**src/rtl/rto_pkg.sv**
```systemverilog
package rto_pkg;

    localparam int NUM_STATES = 16;
    localparam int IDX_W      = 4;
    localparam int KEY_W      = 4;

    typedef logic [NUM_STATES-1:0] row_t;
    typedef logic [IDX_W-1:0]      idx_t;
    typedef logic [KEY_W-1:0]      key_t;

    // phase strobes broadcast from the sequencer to every lane
    typedef struct packed {
        logic build;
        logic close;
        logic count;
        idx_t k;
    } lane_ctrl_t;

    // what the merge stage reports back for the current key
    typedef struct packed {
        logic hit;
        idx_t idx;
        logic is_last;
    } merge_res_t;

endpackage

```
**src/rtl/reachability_topological_order.sv**
```systemverilog
// Channel  Dir  Handshake          Payload
// s_*      in   s_tvalid/s_tready  tdata row_index, edge_bits; tuser is_member; tlast last_row
// m_*      out  m_tvalid/m_tready  tdata state_index; tlast last_state
// cfg_*    in   cfg_we             cfg_wdata background_state
//
// Rows load one item per cycle, back to back, into the per-row lanes.
// After the tlast row: a build step, the closure sweep (one Warshall pivot per step) and a key
// count step, then the merge emits members in key order, stepping past keys with no match.
// s_tready drops after the tlast row and rises once the emit state finds no member left and returns to idle.
// m_tready low holds a valid output register and stalls the merge at the next matching member.
// aresetn (sync, active low) clears control and member mask; background_state resets to 1.
module reachability_topological_order (
    input  logic        aclk,
    input  logic        aresetn,
    input  logic        s_tvalid,
    output logic        s_tready,
    input  logic [23:0] s_tdata,   // row_index[3:0], edge_bits[19:4], zero pad
    input  logic        s_tuser,   // is_member
    input  logic        s_tlast,
    output logic        m_tvalid,
    input  logic        m_tready,
    output logic [7:0]  m_tdata,   // state_index[3:0], zero pad
    output logic        m_tlast,
    input  logic        cfg_we,
    input  logic [3:0]  cfg_wdata
);
    import rto_pkg::*;

    localparam logic [2:0] ST_IDLE  = 3'd0;
    localparam logic [2:0] ST_BUILD = 3'd1;
    localparam logic [2:0] ST_CLOSE = 3'd2;
    localparam logic [2:0] ST_COUNT = 3'd3;
    localparam logic [2:0] ST_EMIT  = 3'd4;
    localparam idx_t       K_LAST   = idx_t'(NUM_STATES - 1);
    localparam key_t       KEY_LAST = key_t'(NUM_STATES - 1);

    logic [2:0] state_reg, state_next;
    idx_t       k_reg, k_next;
    key_t       cur_key_reg, cur_key_next;
    row_t       mask_reg, mask_next;
    row_t       pending_reg, pending_next;
    idx_t       bg_reg;
    logic       m_valid_reg, m_valid_next;
    idx_t       m_idx_reg, m_idx_next;
    logic       m_last_reg, m_last_next;

    logic       s_fire;
    idx_t       in_row;
    row_t       in_bits;
    logic       out_free;
    logic       emit_fire;

    lane_ctrl_t ctrl;
    row_t       edge_rows    [NUM_STATES];
    row_t       closure_rows [NUM_STATES];
    row_t       columns      [NUM_STATES];
    key_t [NUM_STATES-1:0] keys;
    row_t       init_set;
    merge_res_t mres;

    assign s_tready = (state_reg == ST_IDLE);
    assign s_fire   = s_tvalid && s_tready;
    assign in_row   = s_tdata[IDX_W-1:0];
    assign in_bits  = s_tdata[IDX_W +: NUM_STATES];

    assign ctrl.build = (state_reg == ST_BUILD);
    assign ctrl.close = (state_reg == ST_CLOSE);
    assign ctrl.count = (state_reg == ST_COUNT);
    assign ctrl.k     = k_reg;

    // background row: members it points at are initial
    assign init_set = edge_rows[bg_reg] & mask_reg;

    // column y of the closure = who reaches y
    always_comb begin
        for (int y = 0; y < NUM_STATES; y++) begin
            for (int x = 0; x < NUM_STATES; x++) begin
                columns[y][x] = closure_rows[x][y];
            end
        end
    end

    for (genvar g = 0; g < NUM_STATES; g++) begin : g_lane
        rto_lane u_lane (
            .aclk        (aclk),
            .lane_id     (idx_t'(g)),
            .ctrl        (ctrl),
            .wr_en       (s_fire),
            .wr_row      (in_row),
            .wr_data     (in_bits),
            .mask        (mask_reg),
            .bg          (bg_reg),
            .init_set    (init_set),
            .row_k       (closure_rows[k_reg]),
            .column      (columns[g]),
            .edge_row    (edge_rows[g]),
            .closure_row (closure_rows[g]),
            .key         (keys[g])
        );
    end

    rto_merge u_merge (
        .pending (pending_reg),
        .keys    (keys),
        .cur_key (cur_key_reg),
        .res     (mres)
    );

    assign out_free  = !m_valid_reg || m_tready;
    assign emit_fire = (state_reg == ST_EMIT) && mres.hit && out_free;

    always_comb begin
        state_next   = state_reg;
        k_next       = k_reg;
        cur_key_next = cur_key_reg;
        mask_next    = mask_reg;
        pending_next = pending_reg;
        m_valid_next = m_valid_reg;
        m_idx_next   = m_idx_reg;
        m_last_next  = m_last_reg;

        if (m_valid_reg && m_tready) begin
            m_valid_next = 1'b0;
        end

        case (state_reg)
            ST_IDLE: begin
                if (s_fire) begin
                    mask_next[in_row] = s_tuser;
                    if (s_tlast) begin
                        state_next = ST_BUILD;
                    end
                end
            end
            ST_BUILD: begin
                k_next     = '0;
                state_next = ST_CLOSE;
            end
            ST_CLOSE: begin
                k_next = k_reg + 1'b1;
                if (k_reg == K_LAST) begin
                    state_next = ST_COUNT;
                end
            end
            ST_COUNT: begin
                pending_next = mask_reg;
                cur_key_next = '0;
                state_next   = ST_EMIT;
            end
            ST_EMIT: begin
                if (pending_reg == '0) begin
                    state_next = ST_IDLE;
                end else if (mres.hit) begin
                    if (out_free) begin
                        m_valid_next              = 1'b1;
                        m_idx_next                = mres.idx;
                        m_last_next               = mres.is_last;
                        pending_next[mres.idx]    = 1'b0;
                    end
                end else if (cur_key_reg == KEY_LAST) begin
                    state_next = ST_IDLE;
                end else begin
                    cur_key_next = cur_key_reg + 1'b1;
                end
            end
            default: begin
                state_next = ST_IDLE;
            end
        endcase
    end

    always_ff @(posedge aclk) begin
        if (!aresetn) begin
            state_reg   <= ST_IDLE;
            mask_reg    <= '0;
            bg_reg      <= idx_t'(1);
            m_valid_reg <= 1'b0;
            pending_reg <= '0;
        end else begin
            state_reg   <= state_next;
            mask_reg    <= mask_next;
            m_valid_reg <= m_valid_next;
            pending_reg <= pending_next;
            if (cfg_we) begin
                bg_reg <= cfg_wdata;
            end
        end
        k_reg       <= k_next;
        cur_key_reg <= cur_key_next;
        m_idx_reg   <= m_idx_next;
        m_last_reg  <= m_last_next;
    end

    assign m_tvalid = m_valid_reg;
    assign m_tdata  = {{(8 - IDX_W){1'b0}}, m_idx_reg};
    assign m_tlast  = m_last_reg;

    // only members are ever queued for output
    a_pending_members: assert property (@(posedge aclk) disable iff (!aresetn)
        (state_reg == ST_EMIT) |-> ((pending_reg & ~mask_reg) == '0))
        else $error("pending holds a non-member");

    // emitting the item flagged last drains the queue
    a_last_drains: assert property (@(posedge aclk) disable iff (!aresetn)
        (emit_fire && mres.is_last) |=> (pending_reg == '0))
        else $error("last item emitted with members still pending");

    // the closure sweep covers every pivot before the count
    a_full_sweep: assert property (@(posedge aclk) disable iff (!aresetn)
        (state_reg == ST_COUNT) |-> ($past(state_reg) == ST_CLOSE && $past(k_reg) == K_LAST))
        else $error("closure sweep cut short");

    // no input taken while an order is in progress
    a_no_input_busy: assert property (@(posedge aclk) disable iff (!aresetn)
        (state_reg == ST_EMIT && pending_reg != '0) |-> !s_fire)
        else $error("input accepted during emit");

endmodule

```
**src/rtl/rto_lane.sv**
```systemverilog
module rto_lane (
    input  logic               aclk,
    input  rto_pkg::idx_t      lane_id,
    input  rto_pkg::lane_ctrl_t ctrl,
    input  logic               wr_en,
    input  rto_pkg::idx_t      wr_row,
    input  rto_pkg::row_t      wr_data,
    input  rto_pkg::row_t      mask,
    input  rto_pkg::idx_t      bg,
    input  rto_pkg::row_t      init_set,
    input  rto_pkg::row_t      row_k,
    input  rto_pkg::row_t      column,
    output rto_pkg::row_t      edge_row,
    output rto_pkg::row_t      closure_row,
    output rto_pkg::key_t      key
);
    import rto_pkg::*;

    row_t edge_reg;
    row_t closure_reg;
    row_t closure_next;
    key_t key_reg;
    row_t self_bit;
    row_t reach_bits;
    logic is_final;

    assign self_bit   = row_t'(1) << lane_id;
    assign is_final   = mask[lane_id] & edge_reg[bg];
    assign reach_bits = column & mask & ~self_bit;

    always_comb begin
        closure_next = closure_reg;
        if (ctrl.build) begin
            if (mask[lane_id]) begin
                closure_next = edge_reg & mask & (is_final ? ~init_set : '1);
            end else begin
                closure_next = '0;
            end
        end else if (ctrl.close && closure_reg[ctrl.k]) begin
            closure_next = closure_reg | row_k;
        end
    end

    always_ff @(posedge aclk) begin
        if (wr_en && wr_row == lane_id) begin
            edge_reg <= wr_data;
        end
        closure_reg <= closure_next;
        if (ctrl.count) begin
            key_reg <= KEY_W'($countones(reach_bits));
        end
    end

    assign edge_row    = edge_reg;
    assign closure_row = closure_reg;
    assign key         = key_reg;

endmodule

```
**src/rtl/rto_merge.sv**
```systemverilog
module rto_merge (
    input  rto_pkg::row_t                        pending,
    input  rto_pkg::key_t [rto_pkg::NUM_STATES-1:0] keys,
    input  rto_pkg::key_t                        cur_key,
    output rto_pkg::merge_res_t                  res
);
    import rto_pkg::*;

    row_t match;

    always_comb begin
        for (int i = 0; i < NUM_STATES; i++) begin
            match[i] = pending[i] && (keys[i] == cur_key);
        end
    end

    // lowest matching index wins
    always_comb begin
        res.hit     = |match;
        res.idx     = '0;
        res.is_last = ($countones(pending) == 1);
        for (int i = NUM_STATES - 1; i >= 0; i--) begin
            if (match[i]) begin
                res.idx = IDX_W'(i);
            end
        end
    end

endmodule

```
**config.mk**
```make
export PLATFORM = sky130hd
export DESIGN_NAME = reachability_topological_order
export DESIGN_NICKNAME = d
export VERILOG_FILES = /design/src/rtl/rto_pkg.sv /design/src/rtl/reachability_topological_order.sv /design/src/rtl/rto_lane.sv /design/src/rtl/rto_merge.sv
export SDC_FILE = /design/constraint.sdc
export NUM_CORES = 2
export LEC_CHECK = 0
export BUFFER_PORTS_ARGS = -buffer_cell sky130_fd_sc_hd__buf_4
export CAP_MARGIN = 30
export CORE_ASPECT_RATIO = 1.5
export CORE_MARGIN = 2
export CORE_UTILIZATION = 49
export CTS_CLUSTER_SIZE = 14
export DETAILED_ROUTE_END_ITERATION = 12
export PLACE_DENSITY = 0.62
export SYNTH_ARGS = -nofsm -noshare
export SYNTH_HDL_FRONTEND = slang
export SYNTH_SLANG_ARGS = --single-unit
```
**constraint.sdc**
```tcl
create_clock -name aclk -period 5.25 [get_ports aclk]
set_input_delay 1.05 -clock aclk [delete_from_list [all_inputs] [get_ports aclk]]
set_output_delay 1.05 -clock aclk [all_outputs]
set_load 0.05 [all_outputs]
```
==> results.json <==
{
  "run_status": "finished clean",
  "postRouteAntennaNets": 0,
  "synth.ff_latch_count": 629,
  "worst_ep_required_time_ns": 5.67,
  "hold_viol": 0,
  "viasPerCell": 6.88,
  "postCtsSetupRepairBufs": 0,
  "std_cell_rows": 133,
  "setup_viol": 0,
  "overflow": 0,
  "fin_skew_ns": 0.0479,
  "gr-usage-all-layers_pct": 37.6,
  "synth.yosys.seq_area_share_pct": 42.9,
  "io_pins": 46,
  "peakVddDrop_mv": 0.295,
  "drt_pre_antenna_iters": 6,
  "yosys.area.top_type": "sky130_fd_sc_hd__edfxtp_1",
  "rsz_0062_raised_after_global_routing": "false",
  "vias_in_the_first_global_route": 31500,
  "clock.fmax_ghz": 0.236,
  "avg_cell_area_syn_sq_um": 12.6,
  "asyncSetResetFlopFracSynth_pct": 0,
  "die_width_um": 246,
  "synth.distinct_cells": 75,
  "floorplan.core_area_sq_um": 87500,
  "clock_transition_at_the_register_clock_pins_on_the_worst_setup_and_hold_paths_after_cts_ns": 0.06,
  "area_growth_from_synthesis_to_layout_pct": 8.89,
  "hold_class": "flop to flop",
  "cts_root_buf": "sky130_fd_sc_hd__clkbuf_16",
  "port-buffer-count": 37,
  "first_iter_violations": 4834,
  "end_kind": "flop",
  "synth_top_cells_by_area": "sky130_fd_sc_hd__edfxtp_1, sky130_fd_sc_hd__mux4_2, sky130_fd_sc_hd__fa_1",
  "number_of_slew_limit_violations_in_the_final_report": 0,
  "tightest_slew_ns": 1.07,
  "fin_crit_sh_pct": 80.7,
  "final_nets": 3791,
  "list_of_most_frequent_post_synthesis_cells": "sky130_fd_sc_hd__edfxtp_1, sky130_fd_sc_hd__nand2_1, sky130_fd_sc_hd__inv_1",
  "timing.setup.tns_ns": 0,
  "post-route-min-period_ns": 4.24,
  "clock_tree.htree_level_count": 3,
  "multi_input_comb_area_sq_um": 22300,
  "pre_cts_slack_ns": 0.997,
  "crit_fanout": 17,
  "place_hpwl_mm": 130,
  "post_layout_power_mw": 16.7,
  "synth_enable_flop_cells": 589,
  "gate_count_of_the_mapped_netlist": 3437,
  "routed_wirelength_mm": 169,
  "setup.worst_path.class": "flop to flop",
  "worstSetupStartpointType": "flop",
  "cts_sinks": 629,
  "global_route_wire_length_before_repair_mm": 237,
  "fillers": 7452,
  "synth_largest_type_area_fraction_pct": 41.0,
  "max_slew_margin_pct": 28.9,
  "final_weighted_congestion_of_routability_driven_global_placement": 1.10,
  "tritoncts.num_buffers": 66,
  "grt_antenna_before_repair": 2,
  "drive_above_1_share_pct": 18.6,
  "clk-insertion-delay-late_ns": 0.68,
  "setup_slack_ns": 1.01,
  "synth_flop_cell": "sky130_fd_sc_hd__edfxtp_1",
  "grt_max_degree": 129,
  "sequential_cell_area_sq_um": 18500,
  "dieArea_sq_um": 90500,
  "synth_warnings": 0,
  "drv_cap": 0,
  "power_per_cell_area_nw_per_um2": 355,
  "detail_route.wl_per_cell_um": 36.6,
  "static-leakage-power_nw": 17.1,
  "dr_total_vias": 31700,
  "synth.cell_area_sq_um": 43100,
  "cts_tree": "built",
  "cts_repair_resize_count": 0,
  "leading_cell_type_by_number_of_instances_after_synthesis": "sky130_fd_sc_hd__edfxtp_1",
  "route.detailed.drc": 0,
  "cts_hold_buffers": 0,
  "floorplan.initialDensity_pct": 49.3,
  "worst_endpoint_data_arrival_time_ns": 4.65,
  "clock_tree.buffer_depth": 3,
  "die_height_um": 367
}
[path summary, 6_finish.rpt]
check	depth (start not counted)	end	startpoint	slack (ns)
worst max-delay path	11	g_lane[11].u_lane.key[1]	mask_reg[2]	1.01
worst min-delay path	2	mask_reg[9]	mask_reg[9]	0.50
worst max register to register	11	g_lane[11].u_lane.key[1]	mask_reg[2]	1.01
worst min register to register	2	mask_reg[9]	mask_reg[9]	0.50
[per-layer routing]
metal  vias to the layer above  part of all wire [%]  track usage [%]
li1                      12800                     -                -
met1                     16100                    37             49.3
met2                      2333                    44             56.4
met3                       460                    11             8.91
met4                         2                   7.8             23.6
met5                         -                0.0089                0
[per-stage QoR]
stage	hold slack (ns)	util [%]	instance area (sq um)	std cells
after floorplan	0.466	-	43200	3440
final	0.497	53.7	47000	4608
after global placement	0.473	50.9	44500	4467
after global routing	0.526	53.6	47000	4598
after CTS	0.492	53.6	47000	4597
after detailed placement	0.484	51.1	44800	4481
[power by group]
group	leakage, nW	switching (mW)	internal, mW
registers	5.57	0.914	6.48
logic	10.5	2.76	1.71
clock network	1.06	2.09	2.74
total	17.1	5.76	10.9
[placed cells by master (no fill, tap or decap), types with 18 or more instances in the layout]
master and count:
sky130_fd_sc_hd__buf_4 145, sky130_fd_sc_hd__o2111ai_1 239, sky130_fd_sc_hd__inv_1 293, sky130_fd_sc_hd__clkbuf_16 70, sky130_fd_sc_hd__xor2_1 41, sky130_fd_sc_hd__nor3_1 20
sky130_fd_sc_hd__nor2_1 64, sky130_fd_sc_hd__ha_1 183, sky130_fd_sc_hd__dfxtp_1 29, sky130_fd_sc_hd__a21oi_1 44, sky130_fd_sc_hd__mux2_2 33, sky130_fd_sc_hd__nand2_1 328
sky130_fd_sc_hd__fa_1 171, sky130_fd_sc_hd__mux4_2 285, sky130_fd_sc_hd__mux2i_1 37, sky130_fd_sc_hd__a21oi_2 18, sky130_fd_sc_hd__and2_1 260, sky130_fd_sc_hd__edfxtp_1 589
sky130_fd_sc_hd__nand3_1 22, sky130_fd_sc_hd__xnor2_1 53, sky130_fd_sc_hd__o21ai_0 275
[critical path, cell delays in order (launching register included)]
cell	delay [ns]
sky130_fd_sc_hd__dfxtp_1	1.00
sky130_fd_sc_hd__and2_1	0.33
sky130_fd_sc_hd__ha_1	0.28
sky130_fd_sc_hd__fa_1	0.51
sky130_fd_sc_hd__inv_1	0.05
sky130_fd_sc_hd__fa_1	0.47
sky130_fd_sc_hd__inv_1	0.05
sky130_fd_sc_hd__fa_1	0.51
sky130_fd_sc_hd__ha_1	0.18
sky130_fd_sc_hd__inv_1	0.06
sky130_fd_sc_hd__fa_1	0.49
sky130_fd_sc_hd__inv_1	0.05
[logic make-up (layout without fill, tap and decap cells)]
group / after synthesis / in the layout / share of synthesized area (%)
AND/OR/NAND/NOR: 765 / 765 / 8.98
AO/OA/AOI/OAI: 674 / 674 / 10.8
flip-flops: 629 / 629 / 42.9
buffers and inverters: 565 / 575 / 5.67
multiplexers: 355 / 355 / 16.6
adder cells (fa/ha/maj): 354 / 354 / 13.2
XOR/XNOR: 94 / 94 / 1.91
other: 1 / 15 / 0.00869
[area by class of cell]
cell class | count | share of cell area (%)
Multi-Input combinational cell | 2246 | 47.4
Sequential cell | 629 | 39.4
Clock buffer | 87 | 3.99
Timing Repair Buffer | 163 | 3.07
Tap cell | 1147 | 3.05
Inverter | 296 | 2.37
Clock inverter | 29 | 0.661
Antenna cell | 11 | 0.0586
No activity file was read; power rests on OpenSTA's default activity.
